**src/hdl/efa_pkg.sv**
```systemverilog
// ----------------------------------------------------------------------------
// efa_pkg
// Shared types and constants for the encoder frame accumulator.
// ----------------------------------------------------------------------------
package efa_pkg;

    // Fixed field widths
    localparam int BYTE_W     = 8;
    localparam int CHAN_W     = 3;
    localparam int OUT_POS_W  = 32;
    localparam int FRAME_CNT_W = 32;
    localparam int MASK_W     = 5;

    // Frame layout
    localparam int FIRST_DATA_BYTE = 4;
    localparam logic [BYTE_W-1:0] NEG_MARK = 8'h80;

    // Register reset: channel 3 inverted
    localparam logic [MASK_W-1:0] INVERT_RESET = 5'd8;

    // Defaults for the top level parameters
    localparam int DEF_NUM_CHANNELS   = 5;
    localparam int DEF_FRAME_BYTES    = 15;
    localparam int DEF_POSITION_WIDTH = 32;

    // Role of the byte currently in the process stage
    typedef struct packed {
        logic              frame_start;  // byte 0 of a frame
        logic              is_low;       // low byte of a channel delta
        logic              is_high;      // high byte of a channel delta
        logic [CHAN_W-1:0] chan;         // channel of a data byte
    } t_slot;

endpackage

```
**src/hdl/efa_seq.sv**
```systemverilog
// ----------------------------------------------------------------------------
// efa_seq
// Byte position within the frame, frame counter and decode of the byte role.
// ----------------------------------------------------------------------------
module efa_seq #(
    parameter int NUM_CHANNELS = efa_pkg::DEF_NUM_CHANNELS,
    parameter int FRAME_BYTES  = efa_pkg::DEF_FRAME_BYTES
) (
    input  logic                             i_clk,
    input  logic                             i_rst_n,
    input  logic                             i_step,
    output efa_pkg::t_slot                   o_slot,
    output logic [efa_pkg::FRAME_CNT_W-1:0]  o_frame_count
);
    import efa_pkg::*;

    localparam int IDX_W = $clog2(FRAME_BYTES);
    localparam logic [IDX_W:0] DATA_LO = (IDX_W+1)'(FIRST_DATA_BYTE);
    localparam logic [IDX_W:0] DATA_HI = (IDX_W+1)'(FIRST_DATA_BYTE + 2*NUM_CHANNELS);
    localparam logic [IDX_W:0] FRAME_END = (IDX_W+1)'(FRAME_BYTES);

    logic [IDX_W-1:0]       r_idx, n_idx;
    logic [FRAME_CNT_W-1:0] r_frames, n_frames;
    logic [IDX_W:0]         idx_ext;
    logic [IDX_W:0]         idx_inc;
    logic [IDX_W-1:0]       offset;
    logic                   in_data;

    // Decode the current byte position
    assign idx_ext = {1'b0, r_idx};
    assign in_data = (idx_ext >= DATA_LO) && (idx_ext < DATA_HI);
    assign offset  = r_idx - IDX_W'(FIRST_DATA_BYTE);

    always_comb begin
        o_slot.frame_start = (r_idx == '0);
        o_slot.is_low      = in_data && !offset[0];
        o_slot.is_high     = in_data && offset[0];
        o_slot.chan        = CHAN_W'(offset[IDX_W-1:1]);
    end

    // Count including the current frame
    assign n_frames      = o_slot.frame_start ? r_frames + 1'b1 : r_frames;
    assign o_frame_count = n_frames;

    // Next byte position, wraps at the frame length
    assign idx_inc = idx_ext + 1'b1;
    assign n_idx   = (idx_inc >= FRAME_END) ? '0 : idx_inc[IDX_W-1:0];

    always_ff @(posedge i_clk) begin
        if (!i_rst_n) begin
            r_idx    <= '0;
            r_frames <= '0;
        end else if (i_step) begin
            r_idx    <= n_idx;
            r_frames <= n_frames;
        end
    end

`ifndef ASSERT_OFF
    // Position never reaches the frame length
    a_idx_range: assert property (@(posedge i_clk) disable iff (!i_rst_n)
        {1'b0, r_idx} < FRAME_END)
        else $error("byte index out of frame");

    // Sequencer state only moves on a processed byte
    a_hold_idle: assert property (@(posedge i_clk) disable iff (!i_rst_n)
        !i_step |=> $stable(r_idx) && $stable(r_frames))
        else $error("sequencer moved without a byte");
`endif

endmodule

```
**src/hdl/efa_acc.sv**
```systemverilog
// ----------------------------------------------------------------------------
// efa_acc
// Delta assembly, per-channel position accumulators and result register.
// ----------------------------------------------------------------------------
module efa_acc #(
    parameter int NUM_CHANNELS   = efa_pkg::DEF_NUM_CHANNELS,
    parameter int POSITION_WIDTH = efa_pkg::DEF_POSITION_WIDTH
) (
    input  logic                             i_clk,
    input  logic                             i_rst_n,
    input  logic                             i_step,
    input  logic [efa_pkg::BYTE_W-1:0]       i_byte,
    input  efa_pkg::t_slot                   i_slot,
    input  logic [efa_pkg::FRAME_CNT_W-1:0]  i_frame_count,
    input  logic [efa_pkg::MASK_W-1:0]       i_invert_mask,
    input  logic                             i_out_stall,
    output logic                             o_valid,
    output logic [efa_pkg::CHAN_W-1:0]       o_channel,
    output logic signed [efa_pkg::OUT_POS_W-1:0] o_position,
    output logic [efa_pkg::FRAME_CNT_W-1:0]  o_frame_count,
    output logic                             o_last
);
    import efa_pkg::*;

    localparam int CH_W  = (NUM_CHANNELS > 1) ? $clog2(NUM_CHANNELS) : 1;
    localparam int EXT_W = (POSITION_WIDTH > OUT_POS_W) ? POSITION_WIDTH : OUT_POS_W;
    localparam logic [CHAN_W-1:0] LAST_CHAN = CHAN_W'(NUM_CHANNELS - 1);

    logic [BYTE_W-1:0]         r_low;
    logic [POSITION_WIDTH-1:0] r_pos [NUM_CHANNELS];
    logic                      r_valid;
    logic [CHAN_W-1:0]         r_channel;
    logic [OUT_POS_W-1:0]      r_position;
    logic [FRAME_CNT_W-1:0]    r_frame_count;
    logic                      r_last;

    logic [CH_W-1:0]           ch_sel;
    logic [NUM_CHANNELS-1:0]   inv_bits;
    logic                      neg_mark;
    logic                      neg;
    logic [2*BYTE_W-1:0]       mag;
    logic [POSITION_WIDTH-1:0] mag_ext;
    logic [POSITION_WIDTH-1:0] n_pos;
    logic [EXT_W-1:0]          pos_ext;
    logic                      upd;

    // Delta from the held low byte and the arriving high byte
    assign ch_sel   = i_slot.chan[CH_W-1:0];
    assign inv_bits = i_invert_mask[NUM_CHANNELS-1:0];
    assign neg_mark = (i_byte == NEG_MARK);
    assign neg      = neg_mark ^ inv_bits[ch_sel];
    assign mag      = neg_mark ? {{BYTE_W{1'b0}}, r_low} : {i_byte, r_low};
    assign mag_ext  = POSITION_WIDTH'(mag);

    // One add or subtract per high byte
    assign n_pos   = neg ? r_pos[ch_sel] - mag_ext : r_pos[ch_sel] + mag_ext;
    assign pos_ext = EXT_W'(n_pos);
    assign upd     = i_step && i_slot.is_high;

    // Low byte holding register
    always_ff @(posedge i_clk) begin
        if (!i_rst_n) begin
            r_low <= '0;
        end else if (i_step && i_slot.is_low) begin
            r_low <= i_byte;
        end
    end

    // Position accumulators
    always_ff @(posedge i_clk) begin
        if (!i_rst_n) begin
            for (int c = 0; c < NUM_CHANNELS; c++) begin
                r_pos[c] <= '0;
            end
        end else if (upd) begin
            r_pos[ch_sel] <= n_pos;
        end
    end

    // Result register
    always_ff @(posedge i_clk) begin
        if (!i_rst_n) begin
            r_valid <= 1'b0;
        end else if (upd) begin
            r_valid <= 1'b1;
        end else if (!i_out_stall) begin
            r_valid <= 1'b0;
        end
    end

    always_ff @(posedge i_clk) begin
        if (upd) begin
            r_channel     <= i_slot.chan;
            r_position    <= pos_ext[OUT_POS_W-1:0];
            r_frame_count <= i_frame_count;
            r_last        <= (i_slot.chan == LAST_CHAN);
        end
    end

    assign o_valid       = r_valid;
    assign o_channel     = r_channel;
    assign o_position    = r_position;
    assign o_frame_count = r_frame_count;
    assign o_last        = r_last;

`ifndef ASSERT_OFF
    // A new result only follows a processed high byte
    a_rise_src: assert property (@(posedge i_clk) disable iff (!i_rst_n)
        $rose(r_valid) |-> $past(upd))
        else $error("result without high byte");

    // A high byte lands in the result register with its channel
    a_land: assert property (@(posedge i_clk) disable iff (!i_rst_n)
        upd |=> r_valid && (r_channel == $past(i_slot.chan)))
        else $error("high byte result lost");

    // Byte roles never overlap
    a_role: assert property (@(posedge i_clk) disable iff (!i_rst_n)
        !(i_slot.is_low && i_slot.is_high))
        else $error("byte decoded as both low and high");
`endif

endmodule

```
**src/hdl/encoder_frame_accumulator.sv**
```systemverilog
// ----------------------------------------------------------------------------
// encoder_frame_accumulator
// Groups received bytes into fixed frames and accumulates encoder deltas.
// ----------------------------------------------------------------------------
// Takes one byte per cycle while no result word is stalled. A byte passes an
// input register and is then processed by one add or subtract on the
// selected channel position, landing in the result register. Bytes 4 to
// 4+2*NUM_CHANNELS-1 of each frame carry low/high delta pairs; a high byte
// of 0x80 means minus the low byte, and the channel's invert_mask bit flips
// the sign. Each high byte yields one word with the channel, its updated
// position, the frame count and a last flag on the final channel. While a
// word waits in the stalled result register, the byte in the input register
// is held and the byte input stalls in the same cycle, so the output stall
// reaches the input stall combinationally. Write invert_mask only while idle.
// ----------------------------------------------------------------------------
module encoder_frame_accumulator #(
    parameter int NUM_CHANNELS   = efa_pkg::DEF_NUM_CHANNELS,
    parameter int FRAME_BYTES    = efa_pkg::DEF_FRAME_BYTES,
    parameter int POSITION_WIDTH = efa_pkg::DEF_POSITION_WIDTH
) (
    input  logic                             i_clk,
    input  logic                             i_rst_n,
    // Byte input
    input  logic                             i_in_valid,
    output logic                             o_in_stall,
    input  logic [efa_pkg::BYTE_W-1:0]       i_rx_byte,
    // Result output
    output logic                             o_out_valid,
    input  logic                             i_out_stall,
    output logic [efa_pkg::CHAN_W-1:0]       o_channel,
    output logic signed [efa_pkg::OUT_POS_W-1:0] o_position,
    output logic [efa_pkg::FRAME_CNT_W-1:0]  o_frame_count,
    output logic                             o_last,
    // Configuration
    input  logic                             i_cfg_we,
    input  logic [efa_pkg::MASK_W-1:0]       i_cfg_wdata
);
    import efa_pkg::*;

    logic                   r_in_valid;
    logic [BYTE_W-1:0]      r_in_byte;
    logic [MASK_W-1:0]      r_invert_mask;
    logic                   step;
    logic                   accept;
    t_slot                  slot;
    logic [FRAME_CNT_W-1:0] frame_count;

    // Process stage advances on a held byte unless a finished word is stalled
    assign step       = r_in_valid && !(o_out_valid && i_out_stall);
    assign o_in_stall = r_in_valid && !step;
    assign accept     = i_in_valid && !o_in_stall;

    // Input register
    always_ff @(posedge i_clk) begin
        if (!i_rst_n) begin
            r_in_valid <= 1'b0;
        end else if (accept) begin
            r_in_valid <= 1'b1;
        end else if (step) begin
            r_in_valid <= 1'b0;
        end
    end

    always_ff @(posedge i_clk) begin
        if (accept) begin
            r_in_byte <= i_rx_byte;
        end
    end

    // Invert mask register
    always_ff @(posedge i_clk) begin
        if (!i_rst_n) begin
            r_invert_mask <= INVERT_RESET;
        end else if (i_cfg_we) begin
            r_invert_mask <= i_cfg_wdata;
        end
    end

    efa_seq #(
        .NUM_CHANNELS (NUM_CHANNELS),
        .FRAME_BYTES  (FRAME_BYTES)
    ) u_seq (
        .i_clk         (i_clk),
        .i_rst_n       (i_rst_n),
        .i_step        (step),
        .o_slot        (slot),
        .o_frame_count (frame_count)
    );

    efa_acc #(
        .NUM_CHANNELS   (NUM_CHANNELS),
        .POSITION_WIDTH (POSITION_WIDTH)
    ) u_acc (
        .i_clk         (i_clk),
        .i_rst_n       (i_rst_n),
        .i_step        (step),
        .i_byte        (r_in_byte),
        .i_slot        (slot),
        .i_frame_count (frame_count),
        .i_invert_mask (r_invert_mask),
        .i_out_stall   (i_out_stall),
        .o_valid       (o_out_valid),
        .o_channel     (o_channel),
        .o_position    (o_position),
        .o_frame_count (o_frame_count),
        .o_last        (o_last)
    );

endmodule
```
**config.mk**
```make
export PLATFORM = sky130hd
export DESIGN_NAME = encoder_frame_accumulator
export DESIGN_NICKNAME = d
export VERILOG_FILES = /design/src/hdl/efa_pkg.sv /design/src/hdl/efa_seq.sv /design/src/hdl/efa_acc.sv /design/src/hdl/encoder_frame_accumulator.sv
export SDC_FILE = /design/constraint.sdc
export NUM_CORES = 1
export LEC_CHECK = 0
export BUFFER_PORTS_ARGS = -buffer_cell sky130_fd_sc_hd__buf_2
export CELL_PAD_IN_SITES_DETAIL_PLACEMENT = 1
export CELL_PAD_IN_SITES_GLOBAL_PLACEMENT = 1
export CORE_ASPECT_RATIO = 0.5
export CORE_MARGIN = 1.5
export CORE_UTILIZATION = 45
export CTS_CLUSTER_SIZE = 20
export DETAILED_ROUTE_END_ITERATION = 16
export PLACE_DENSITY = 0.76
export SLEW_MARGIN = 20
export SYNTH_ARGS = -nofsm -noshare
export SYNTH_HDL_FRONTEND = slang
export SYNTH_SLANG_ARGS = --single-unit
```
**constraint.sdc**
```tcl
create_clock -name i_clk -period 16 [get_ports i_clk]
set_input_delay 2.4 -clock i_clk [delete_from_list [all_inputs] [get_ports i_clk]]
set_output_delay 2.4 -clock i_clk [all_outputs]
set_load 0.02 [all_outputs]
```
==> results.cfg, run 1 <==
[floorplanning]
initial_core_util = 0.4602
die_h_um = 147.3
core_sq_mm = 0.04073
io_pins = 88
rows = 52
die_w_um = 291.6
dieArea_sq_mm = 0.04296

[final_layout]
layout-drive-gt1-share = 0.1654
areaGrowthSynthToFinish_pct = 11.66
fin_nets = 1632
final_cells = 2136
multi_input_area_sq_mm = 0.007298
diodes = 0
ff_latch_area_sq_mm = 0.01100
fillers = 4170

[synth]
synth_area_sq_mm = 0.01874
avgSynthCellArea_sq_um = 12.45
synthesis.nets = 1568
yosys.area.top_type = edfxtp_1
synth_top_area_share = 0.5319
synth_cell_types = 85
yosys-top-cells-count = edfxtp_1 (332), nand2_1 (181), nor2_1 (163)
synth_ff_type = edfxtp_1
synth-edff-count = 332
ys_warn_count = 0
synth_area_leaders = edfxtp_1 (53%), mux4_2 (7.8%), dfxtp_1 (5.4%)
yosysMostFrequentCell = edfxtp_1
async_flop_share = 0
ys_ff_latch = 383
ys_seq_area_frac = 0.5863
syn_inst = 1506

[worst_setup_path]
crit_top_cell = ha_1
crit_arrival_ns = 7.17
rrSetupSlack_ns = 9.08
worstPathCellList = inv_1 -> ha_1 -> buf_4 -> nor4bb_1 -> a21oi_4 -> xnor2_2 -> o31ai_4 -> a21boi_0 -> ha_1 -> a21oi_1 -> o21a_1 -> o221ai_1 -> o31ai_1 -> and2_1 -> xnor2_1
cp.required_ns = 16.25
crit_slowest_cell = o31ai_1
path_class = reg2reg
r2r_start = u_seq.r_idx[2]$_SDFFE_PN0P_
critPathMaxFanout = 38
end_kind = flop
rr_worst_depth = 15
rr_endpoint = u_acc.r_pos[6][31]$_DFFE_PP_
cpPeakStageDelay_ns = 0.84
worstSetupEndpoint = u_acc.r_pos[6][31]$_DFFE_PP_
crit_path_start_kind = flop
critPathLaunch = u_seq.r_idx[2]$_SDFFE_PN0P_

[timing]
report.final.slew_viol_count = 0
fin_skew_ns = 0.03036
rsz0062_at_grt = false
fin_crit_sh = 0.4325
max_freq_mhz = 144.5
fin_crit_ns = 6.920
tns_ns = 0
setup_viol = 0
relSlewSlack = 0.2308
hold_violations = 0
tightest_slew_ns = 1.147

[route]
drcViolationCount = 0
vias = 12750
route.met3.wl_mm = 3.021
viasPerCell = 5.970
wl_met1_mm = 23.26
first_pass_iters = 5
routed-wl-met2_mm = 25.29
drt_iter0_drc = 940
ant_nets = 0
wl_per_cell_um = 24.66
wl_mm = 52.67
top_layer = met4

[pwr]
ir_drop_mv = 0.05399
p_leak_nw = 7.746
p_per_area_mw_per_mm2 = 102.5

[clocking]
cts_tree = done
cts-buffers-inserted = 36
postCtsHoldBufs = 0
clockRootBuffer = clkbuf_16
clock_latency_ns = 0.55
cts_setup_buffers = 0
clock_sinks = 383
htreeDepth = 2
clkSlewWorstSetupHoldPaths_ns = 0.06
clk_path_buf_depth = 3
cts_resized = 0

[global_route]
grtUsageTotal = 0.2478
grt_pass1_vias = 13440
grt_pass1_wl_mm = 80.99
grt-ovfl-total = 0
grt_max_degree = 60
antenna_found_initial = 0

[hold_path]
worstHoldPathType = reg2reg

[placement]
dp.cells = 2072
dp_hpwl_mm = 35.88
portBuffers = 87
gp_congestion = 0.9248

[flow_run]
max-cap-violations = 0

[run_status]
status = finished, final reports clean
==> stage by stage <==
stage	worst slack (ns)	hold WS (ns)	util	power (mW)	area (sq um)
floorplan	1.342	0.4364	-	1.217	18740
global placement	9.598	0.4545	0.4836	1.253	19700
detailed placement	9.266	0.4872	0.4836	1.260	19700
CTS	9.236	0.5053	0.5138	2.161	20930
global route	8.738	0.5126	0.5139	2.207	20930
finish	9.080	0.5001	0.5139	2.146	20930
==> power by group <==
| group | total (mW) | leakage, nW | internal (mW) | switching, mW |
|---|---|---|---|---|
| clock network | 0.906 | 0.591 | 0.520 | 0.386 |
| logic | 0.125 | 3.47 | 0.0389 | 0.0862 |
| registers | 1.11 | 3.68 | 1.10 | 0.0113 |
==> cells by family after synthesis <==
group / share of synthesized area
mux: 0.08838
compound gates: 0.08124
flops: 0.5863
fa+ha+maj: 0.02977
simple gates: 0.1476
buf+inv: 0.02517
xor+xnor: 0.04152
==> registers in the layout, indices dropped and copies added (netlist names), 4 cells and up <==
name	count
u_acc.o_frame_count	32
r_in_byte	8
u_acc.r_low	8
u_seq.r_idx	4
u_seq.r_frames	32
u_acc.r_pos	256
u_acc.o_position	32
r_invert_mask	5
==> routing by layer <==
layer | up-vias | track usage
met5 | - | 0
met4 | 0 | 0.06016
met3 | 83 | 0.03858
met2 | 384 | 0.4071
met1 | 6563 | 0.3472
li1 | 5722 | -
==> worst max-delay path, delay by kind of cell (launching register included) <==
| family | cells | cell delay (ns) |
|---|---|---|
| DFF | 1 | 0.74 |
| AOI/OAI and AO/OA | 7 | 2.53 |
| adders and majority gates | 2 | 0.85 |
| buffers and inverters | 2 | 0.59 |
| and+or+nand+nor | 2 | 0.98 |
| xor gates and xnor gates | 2 | 0.93 |
==> cell type report <==
cell class	instances	area share
Clock buffer	46	0.04890
Clock inverter	18	0.009864
Inverter	36	0.006456
Multi-Input combinational cell	1005	0.3487
Sequential cell	383	0.5255
Tap cell	540	0.03228
Timing Repair Buffer	108	0.02834
==> worst min-delay path by stage <==
stage | from | to | slack (ns) | depth (start not counted)
final | r_invert_mask[3]$_SDFFE_PN1P_ | r_invert_mask[3]$_SDFFE_PN1P_ | 0.50 | 2
after detailed placement | r_invert_mask[3]$_SDFFE_PN1P_ | r_invert_mask[3]$_SDFFE_PN1P_ | 0.49 | 2
after CTS | r_invert_mask[3]$_SDFFE_PN1P_ | r_invert_mask[3]$_SDFFE_PN1P_ | 0.51 | 2
after global routing | r_invert_mask[3]$_SDFFE_PN1P_ | r_invert_mask[3]$_SDFFE_PN1P_ | 0.51 | 2
after global placement | r_invert_mask[3]$_SDFFE_PN1P_ | r_invert_mask[3]$_SDFFE_PN1P_ | 0.45 | 2
after floorplan | r_invert_mask[3]$_SDFFE_PN1P_ | r_invert_mask[3]$_SDFFE_PN1P_ | 0.44 | 2
==> cells in the final DEF, fill, tap and decap left out, types with 5 or more instances in the layout <==
| cell | n |
|---|---|
| a31o_2 | 5 |
| ha_1 | 43 |
| nor4b_1 | 6 |
| nand4_1 | 22 |
| nor2b_1 | 23 |
| and4_1 | 8 |
| buf_4 | 21 |
| or3_1 | 12 |
| o21a_1 | 14 |
| nor3b_1 | 8 |
| nand2b_1 | 9 |
| o211ai_1 | 9 |
| edfxtp_1 | 332 |
| xnor2_1 | 37 |
| a211oi_1 | 6 |
| clkinv_1 | 6 |
| clkbuf_16 | 40 |
| a21oi_1 | 38 |
| xor2_1 | 50 |
| nor2_1 | 163 |
| buf_2 | 87 |
| nand2_1 | 177 |
| nand3_1 | 29 |
| dfxtp_1 | 49 |
| nor3_1 | 45 |
| inv_1 | 35 |
| and2_1 | 28 |
| mux2i_1 | 17 |
| and3_1 | 20 |
| a31oi_1 | 5 |
| mux4_2 | 65 |
| o21ai_0 | 48 |
| clkbuf_1 | 6 |
| a21o_1 | 19 |
| a21boi_0 | 16 |
| a211o_1 | 7 |
| o31ai_1 | 7 |
Power figures use the tool's default switching activity.
==> run 2: changes to the inputs <==
--- a/config.mk
+++ b/config.mk
@@ -5,6 +5,7 @@
 export SDC_FILE = /design/constraint.sdc
 export NUM_CORES = 1
 export LEC_CHECK = 0
+export ABC_AREA = 1
 export BUFFER_PORTS_ARGS = -buffer_cell sky130_fd_sc_hd__buf_2
 export CELL_PAD_IN_SITES_DETAIL_PLACEMENT = 1
 export CELL_PAD_IN_SITES_GLOBAL_PLACEMENT = 1
@@ -13,7 +14,7 @@
 export CORE_UTILIZATION = 45
 export CTS_CLUSTER_SIZE = 20
 export DETAILED_ROUTE_END_ITERATION = 16
-export PLACE_DENSITY = 0.76
+export PLACE_DENSITY = 0.79
 export SLEW_MARGIN = 20
 export SYNTH_ARGS = -nofsm -noshare
 export SYNTH_HDL_FRONTEND = slang
==> constraint.sdc (replaced) <==
create_clock -name i_clk -period 6.8 [get_ports i_clk]
set_input_delay 1.02 -clock i_clk [delete_from_list [all_inputs] [get_ports i_clk]]
set_output_delay 1.02 -clock i_clk [all_outputs]
set_load 0.02 [all_outputs]
==> results.cfg, run 2 <==
[run_status]
status = finished, final reports clean

[timing]
rsz0062_at_grt = false
relSlewSlack = 0.2732
hold_violations = 0
fin_crit_sh = 0.7703
report.final.slew_viol_count = 0
max_freq_mhz = 190.9
tns_ns = 0
fin_skew_ns = 0.01453
fin_crit_ns = 5.238
setup_viol = 0
tightest_slew_ns = 1.090

[pwr]
swShare = 0.3184
pwr-share-seq = 0.463
p_leak_nw = 8.213
clockPowerShare = 0.314
switchingPower_mw = 1.921
ir_drop_mv = 0.1392
power_frac_comb = 0.224
p_per_area_mw_per_mm2 = 298.4
p_int_mw = 4.113
fin_total_pwr_mw = 6.034

[floorplanning]
die_h_um = 145.6
core_sq_mm = 0.03950
initial_core_util = 0.4633
rows = 51
io_pins = 88
dieArea_sq_mm = 0.04196
die_w_um = 288.2

[synth]
synth_cell_types = 44
synth_ff_type = edfxtp_1
synthesis.nets = 1906
ys_ff_latch = 383
synthSimpleGateAreaFrac = 0.1783
async_flop_share = 0
synthXorXnorAreaFrac = 0.02393
synth_area_leaders = edfxtp_1 (54%), nor2_1 (6.9%), nand2_1 (6.4%)
yosysMostFrequentCell = nor2_1
synth_top_area_share = 0.5447
synth_area_sq_mm = 0.01830
ys_seq_area_frac = 0.6005
yosys.area.top_type = edfxtp_1
synthAdderAreaFrac = 0.03049
muxShareOfSynthArea = 0
yosys-top-cells-count = nor2_1 (337), edfxtp_1 (332), nand2_1 (311)
synth_compound_area_frac = 0.1056
synth_top_family_by_area = simple AND/OR/NAND/NOR gates
syn_inst = 1844
synth-edff-count = 332
avgSynthCellArea_sq_um = 9.925
ys_warn_count = 0

[route]
wl_mm = 54.72
drt_iter0_drc = 1082
wl_per_cell_um = 22.15
drcViolationCount = 0
ant_nets = 0
first_pass_iters = 5
viasPerCell = 5.684
vias = 14050

[worst_setup_path]
worstPathCellList = inv_2 -> nand2_1 -> nand2_1 -> nand2_1 -> nand2_1 -> nand2_1 -> nand2_1 -> nand2_1 -> nand2_1 -> inv_2 -> nand2_1 -> xor2_1 -> ha_1 -> nand2_1 -> nor2_1 -> inv_1 -> nor3_1 -> nand2_1 -> nand2_1 -> a21oi_1 -> xor2_1 -> inv_1
crit_slowest_cell = dfxtp_4
cpPeakStageDelay_ns = 0.87
critPathMaxFanout = 53
crit_arrival_ns = 5.48
end_kind = flop
rr_worst_depth = 22
rrSetupSlack_ns = 1.56
rr_endpoint = u_acc.r_pos[7][23]$_DFFE_PP_
r2r_start = u_seq.r_idx[1]$_SDFFE_PN0P_
crit_path_start_kind = flop
path_class = reg2reg
crit_top_cell = nand2_1
cp.required_ns = 7.04

[hold_path]
hp-start = r_invert_mask[3]$_SDFFE_PN1P_
worstHoldPathCells = 2
worstHoldPathType = reg2reg
min_to = r_invert_mask[3]$_SDFFE_PN1P_

[placement]
gp_congestion = 0.9607
portBuffers = 87
dp_hpwl_mm = 35.00

[final_layout]
areaGrowthSynthToFinish_pct = 10.51
fillers = 4460
largest_register = u_acc.r_pos
largest_reg_flops = 256
final_common_cell = nor2_1
layout-drive-gt1-share = 0.09789
fin_nets = 1981
diodes = 0
layout_common_cells = nor2_1 (336), edfxtp_1 (332), nand2_1 (311)

[clocking]
clockRootBuffer = clkbuf_16
htreeDepth = 2
cts_tree = done
clock_sinks = 383
postCtsHoldBufs = 0
cts-buffers-inserted = 36
clk_path_buf_depth = 3
clkSlewWorstSetupHoldPaths_ns = 0.07
cts_setup_buffers = 0
clock_latency_ns = 0.53
cts_resized = 0

[global_route]
grt_pass1_wl_mm = 85.05
grtUsageTotal = 0.2636
grt-ovfl-total = 0
antenna_found_initial = 0
grt_pass1_vias = 14680
grt_max_degree = 69

[flow_run]
max-cap-violations = 0
run 2: worst max-delay path: cells and delay by family (launching register included):
family | cells | cell delay, ns
AO/OA/AOI/OAI | 1 | 0.14
XOR/XNOR | 2 | 0.64
adder cells (fa/ha/maj) | 1 | 0.37
flip-flops | 1 | 0.87
buffers and inverters | 4 | 1.17
AND/OR/NAND/NOR | 14 | 1.73
run 2: worst max-delay path by stage:
stage,slack [ns],to,start,cells after the start
floorplan,0.69,u_acc.r_pos[6][0]$_DFFE_PP_,u_seq.r_idx[2]$_SDFFE_PN0P_,10
global placement,1.81,u_acc.o_position[23]$_DFFE_PP_,u_seq.r_idx[1]$_SDFFE_PN0P_,22
detailed placement,1.66,u_acc.r_pos[7][23]$_DFFE_PP_,u_seq.r_idx[1]$_SDFFE_PN0P_,22
CTS,1.64,u_acc.r_pos[7][23]$_DFFE_PP_,u_seq.r_idx[1]$_SDFFE_PN0P_,22
global route,1.17,u_acc.r_pos[7][23]$_DFFE_PP_,u_seq.r_idx[1]$_SDFFE_PN0P_,22
finish,1.56,u_acc.r_pos[7][23]$_DFFE_PP_,u_seq.r_idx[1]$_SDFFE_PN0P_,22
run 2: per-layer routing:
| metal | global-route usage | vias to the layer above | part of all wire | wire, um |
|---|---|---|---|---|
| met5 | 0 | - | 0 | 0 |
| met3 | 0.03229 | 68 | 0.064 | 3493 |
| met1 | 0.3712 | 7059 | 0.45 | 24430 |
| met4 | 0.05393 | 0 | 0.015 | 835 |
| met2 | 0.4398 | 459 | 0.47 | 25960 |
| li1 | - | 6459 | - | - |
run 2: logic make-up after synthesis:
logic type	count (synthesis)
simple gates	785
flops	383
compound gates	323
buf+inv	259
xor+xnor	50
fa+ha+maj	44
run 2: area by class of cell:
cell class,count,area [sq um],area share
sequential,383,11000,0.5437
inverter,185,694.4,0.03434
multi-input combinational,1202,6208,0.3070
clock buffer,52,1012,0.05005
clock inverter,8,35.03,0.001732
tap,530,663.1,0.03279
timing repair buffer,111,615.6,0.03044
run 2: per-stage QoR:
| stage | setup slack, ns | cells | utilization | hold WS [ns] | cell area [sq um] |
|---|---|---|---|---|---|
| final | 1.562 | 2471 | 0.5120 | 0.4796 | 20220 |
| after global routing | 1.166 | 2471 | 0.5120 | 0.5016 | 20220 |
| after CTS | 1.639 | 2471 | 0.5120 | 0.4831 | 20220 |
| after detailed placement | 1.655 | 2411 | 0.4855 | 0.4729 | 19180 |
| after global placement | 1.814 | 2411 | 0.4855 | 0.4699 | 19180 |
| after floorplan | 0.6872 | 1844 | - | 0.4340 | 18300 |
run 2: power by group through the flow:
stage | clock network, mW | registers [mW] | logic [mW]
finish | 1.89 | 2.79 | 1.35
global route | 1.98 | 2.80 | 1.48
CTS | 1.91 | 2.79 | 1.33
detailed placement | 0 | 2.84 | 1.31
global placement | 0 | 2.84 | 1.26
floorplan | 0 | 2.83 | 0.879
==> run 3: changes to the inputs <==
--- a/config.mk
+++ b/config.mk
@@ -11,10 +11,10 @@
 export CELL_PAD_IN_SITES_GLOBAL_PLACEMENT = 1
 export CORE_ASPECT_RATIO = 0.5
 export CORE_MARGIN = 1.5
-export CORE_UTILIZATION = 45
+export CORE_UTILIZATION = 44
 export CTS_CLUSTER_SIZE = 20
 export DETAILED_ROUTE_END_ITERATION = 16
-export PLACE_DENSITY = 0.79
+export PLACE_DENSITY = 0.8
 export SLEW_MARGIN = 20
 export SYNTH_ARGS = -nofsm -noshare
 export SYNTH_HDL_FRONTEND = slang
==> constraint.sdc (replaced) <==
create_clock -name i_clk -period 4.2 [get_ports i_clk]
set_input_delay 0.63 -clock i_clk [delete_from_list [all_inputs] [get_ports i_clk]]
set_output_delay 0.63 -clock i_clk [all_outputs]
set_load 0.02 [all_outputs]
==> results.cfg, run 3 (synthesis results as in run 2) <==
[floorplanning]
core_sq_mm = 0.04073
io_pins = 88
rows = 52
die_w_um = 291.4
dieArea_sq_mm = 0.04290
initial_core_util = 0.4493
die_h_um = 147.2

[worst_setup_path]
rrSetupSlack_ns = 0.22
crit_path_start_kind = flop
crit_slowest_cell = ha_2
cp.required_ns = 4.47
end_kind = flop
crit_arrival_ns = 4.25
cpPeakStageDelay_ns = 0.35
path_class = reg2reg
worstPathCellList = inv_1 -> ha_2 -> nor2_2 -> nand2_1 -> nand2_1 -> nand2_1 -> nand2_2 -> clkinv_4 -> nand2_1 -> xor2_1 -> ha_1 -> nand2_1 -> inv_1 -> a21oi_1 -> nand2_1 -> nand2_1 -> nand3_1 -> xnor2_2 -> buf_4 -> nor2_1
critPathMaxFanout = 20
crit_top_cell = nand2_1

[clocking]
cts-buffers-inserted = 37
htreeDepth = 2
postCtsHoldBufs = 0
clock_latency_ns = 0.55
clockRootBuffer = clkbuf_16
clk_path_buf_depth = 3
cts_tree = done
clock_sinks = 383
clkSlewWorstSetupHoldPaths_ns = 0.07

[route]
drcViolationCount = 0
vias = 14340
viasPerCell = 5.693
ant_nets = 0
drt_iter0_drc = 1443
wl_mm = 56.15
wl_per_cell_um = 22.30
first_pass_iters = 5

[global_route]
antenna_found_initial = 0
grtUsageTotal = 0.2617
grt_max_degree = 69
met3_usage = 0.03949
top_usage_layer = met2
use_met1 = 0.3497
grt_pass1_vias = 15010
grt_pass1_wl_mm = 85.79
use_met2 = 0.4430
grt-ovfl-total = 0

[placement]
portBuffers = 87
dp_slack_ns = 0.1197
dp_hpwl_mm = 36.22
gp_congestion = 0.9883

[final_layout]
final_util = 0.5111
fin_nets = 2011
diodes = 0
largest_reg_flops = 256
fillers = 4562
final_common_cell = nor2_1
layout-drive-gt1-share = 0.1269
layout_common_cells = nor2_1 (333), edfxtp_1 (332), nand2_1 (302)
largest_register = u_acc.r_pos
areaGrowthSynthToFinish_pct = 13.74

[hold_path]
worstHoldPathType = in2reg

[pwr]
ir_drop_mv = 0.2750
p_per_area_mw_per_mm2 = 501.5
p_leak_nw = 8.478

[timing]
hold_violations = 0
report.final.slew_viol_count = 0
relSlewSlack = 0.2893
rsz0062_at_grt = false
max_freq_mhz = 251.4
setup_viol = 0
fin_skew_ns = 0.02114
fin_crit_sh = 0.9469
fin_crit_ns = 3.977
tightest_slew_ns = 1.066
setup_slack_ns = 0.2229

[run_status]
status = finished, final reports clean

[flow_run]
max-cap-violations = 0
==> run 3: changes by cell type in the layout (fill, tap and decap cells not counted), sizes merged <==
cell | before | now
bufinv | 0 | 3
clkinv | 8 | 13
buf | 111 | 140
clkinvlp | 0 | 1
clkbuf | 52 | 50
inv | 185 | 186
==> run 3: final timing paths <==
check / depth (start not counted) / start / endpoint
max: 20 / u_seq.r_idx[3]$_SDFFE_PN0P_ / u_acc.r_pos[4][17]$_SDFFCE_PN0P_
min: 1 / i_rx_byte[4] / r_in_byte[4]$_DFFE_PP_
min reg2reg: 2 / r_invert_mask[3]$_SDFFE_PN1P_ / r_invert_mask[3]$_SDFFE_PN1P_
max reg2reg: 20 / u_seq.r_idx[3]$_SDFFE_PN0P_ / u_acc.r_pos[4][17]$_SDFFCE_PN0P_
==> run 3: routing by layer <==
metal  vias up  wire length [um]
met4         0              1447
met3       114              3546
met2       484             26940
li1       6537                 -
met5         -                 0
met1      7200             24210
==> run 3: per-stage QoR <==
stage	instance area [sq um]	power [mW]	std cells	setup TNS [ns]	hold WS, ns
after detailed placement	19510	6.914	2450	0	0.4608
after CTS	20770	10.43	2518	0	0.2420
final	20820	10.44	2518	0	0.2685
after global routing	20820	10.84	2518	0	0.2511
after floorplan	18410	6.010	1844	-16.74	0.4340
after global placement	19510	6.835	2450	0	0.4531
==> run 3: where the power goes <==
part	internal [mW]	switching (mW)
sequential	4.45	0.0555
combinational	0.694	1.71
clock	2.01	1.51
==> run 3: worst max-delay path: cells and delay by family, from the launching register on <==
family                   cells  cell delay, ns
AND/OR/NAND/NOR             11            1.40
adder cells (fa/ha/maj)      2            0.65
AO/OA/AOI/OAI                1            0.29
buffers and inverters        4            0.59
flip-flops                   1            0.31
XOR/XNOR                     2            0.45
==> run 3: layout make-up <==
type	count	area [sq um]	share of cell area
clock inverters	18	170.2	0.008175
flip-flops and latches	383	11000	0.5282
inverters	185	701.9	0.03372
repair buffers	140	870.8	0.04184
well taps	540	675.6	0.03246
clock buffers	50	1087	0.05224
multi-input cells	1202	6314	0.3033
==> run 3: what timing repair did <==
action,4_1_cts,5_1_grt
resized for setup,0,18
setup buffers,0,0
setup endpoints to repair,0,216
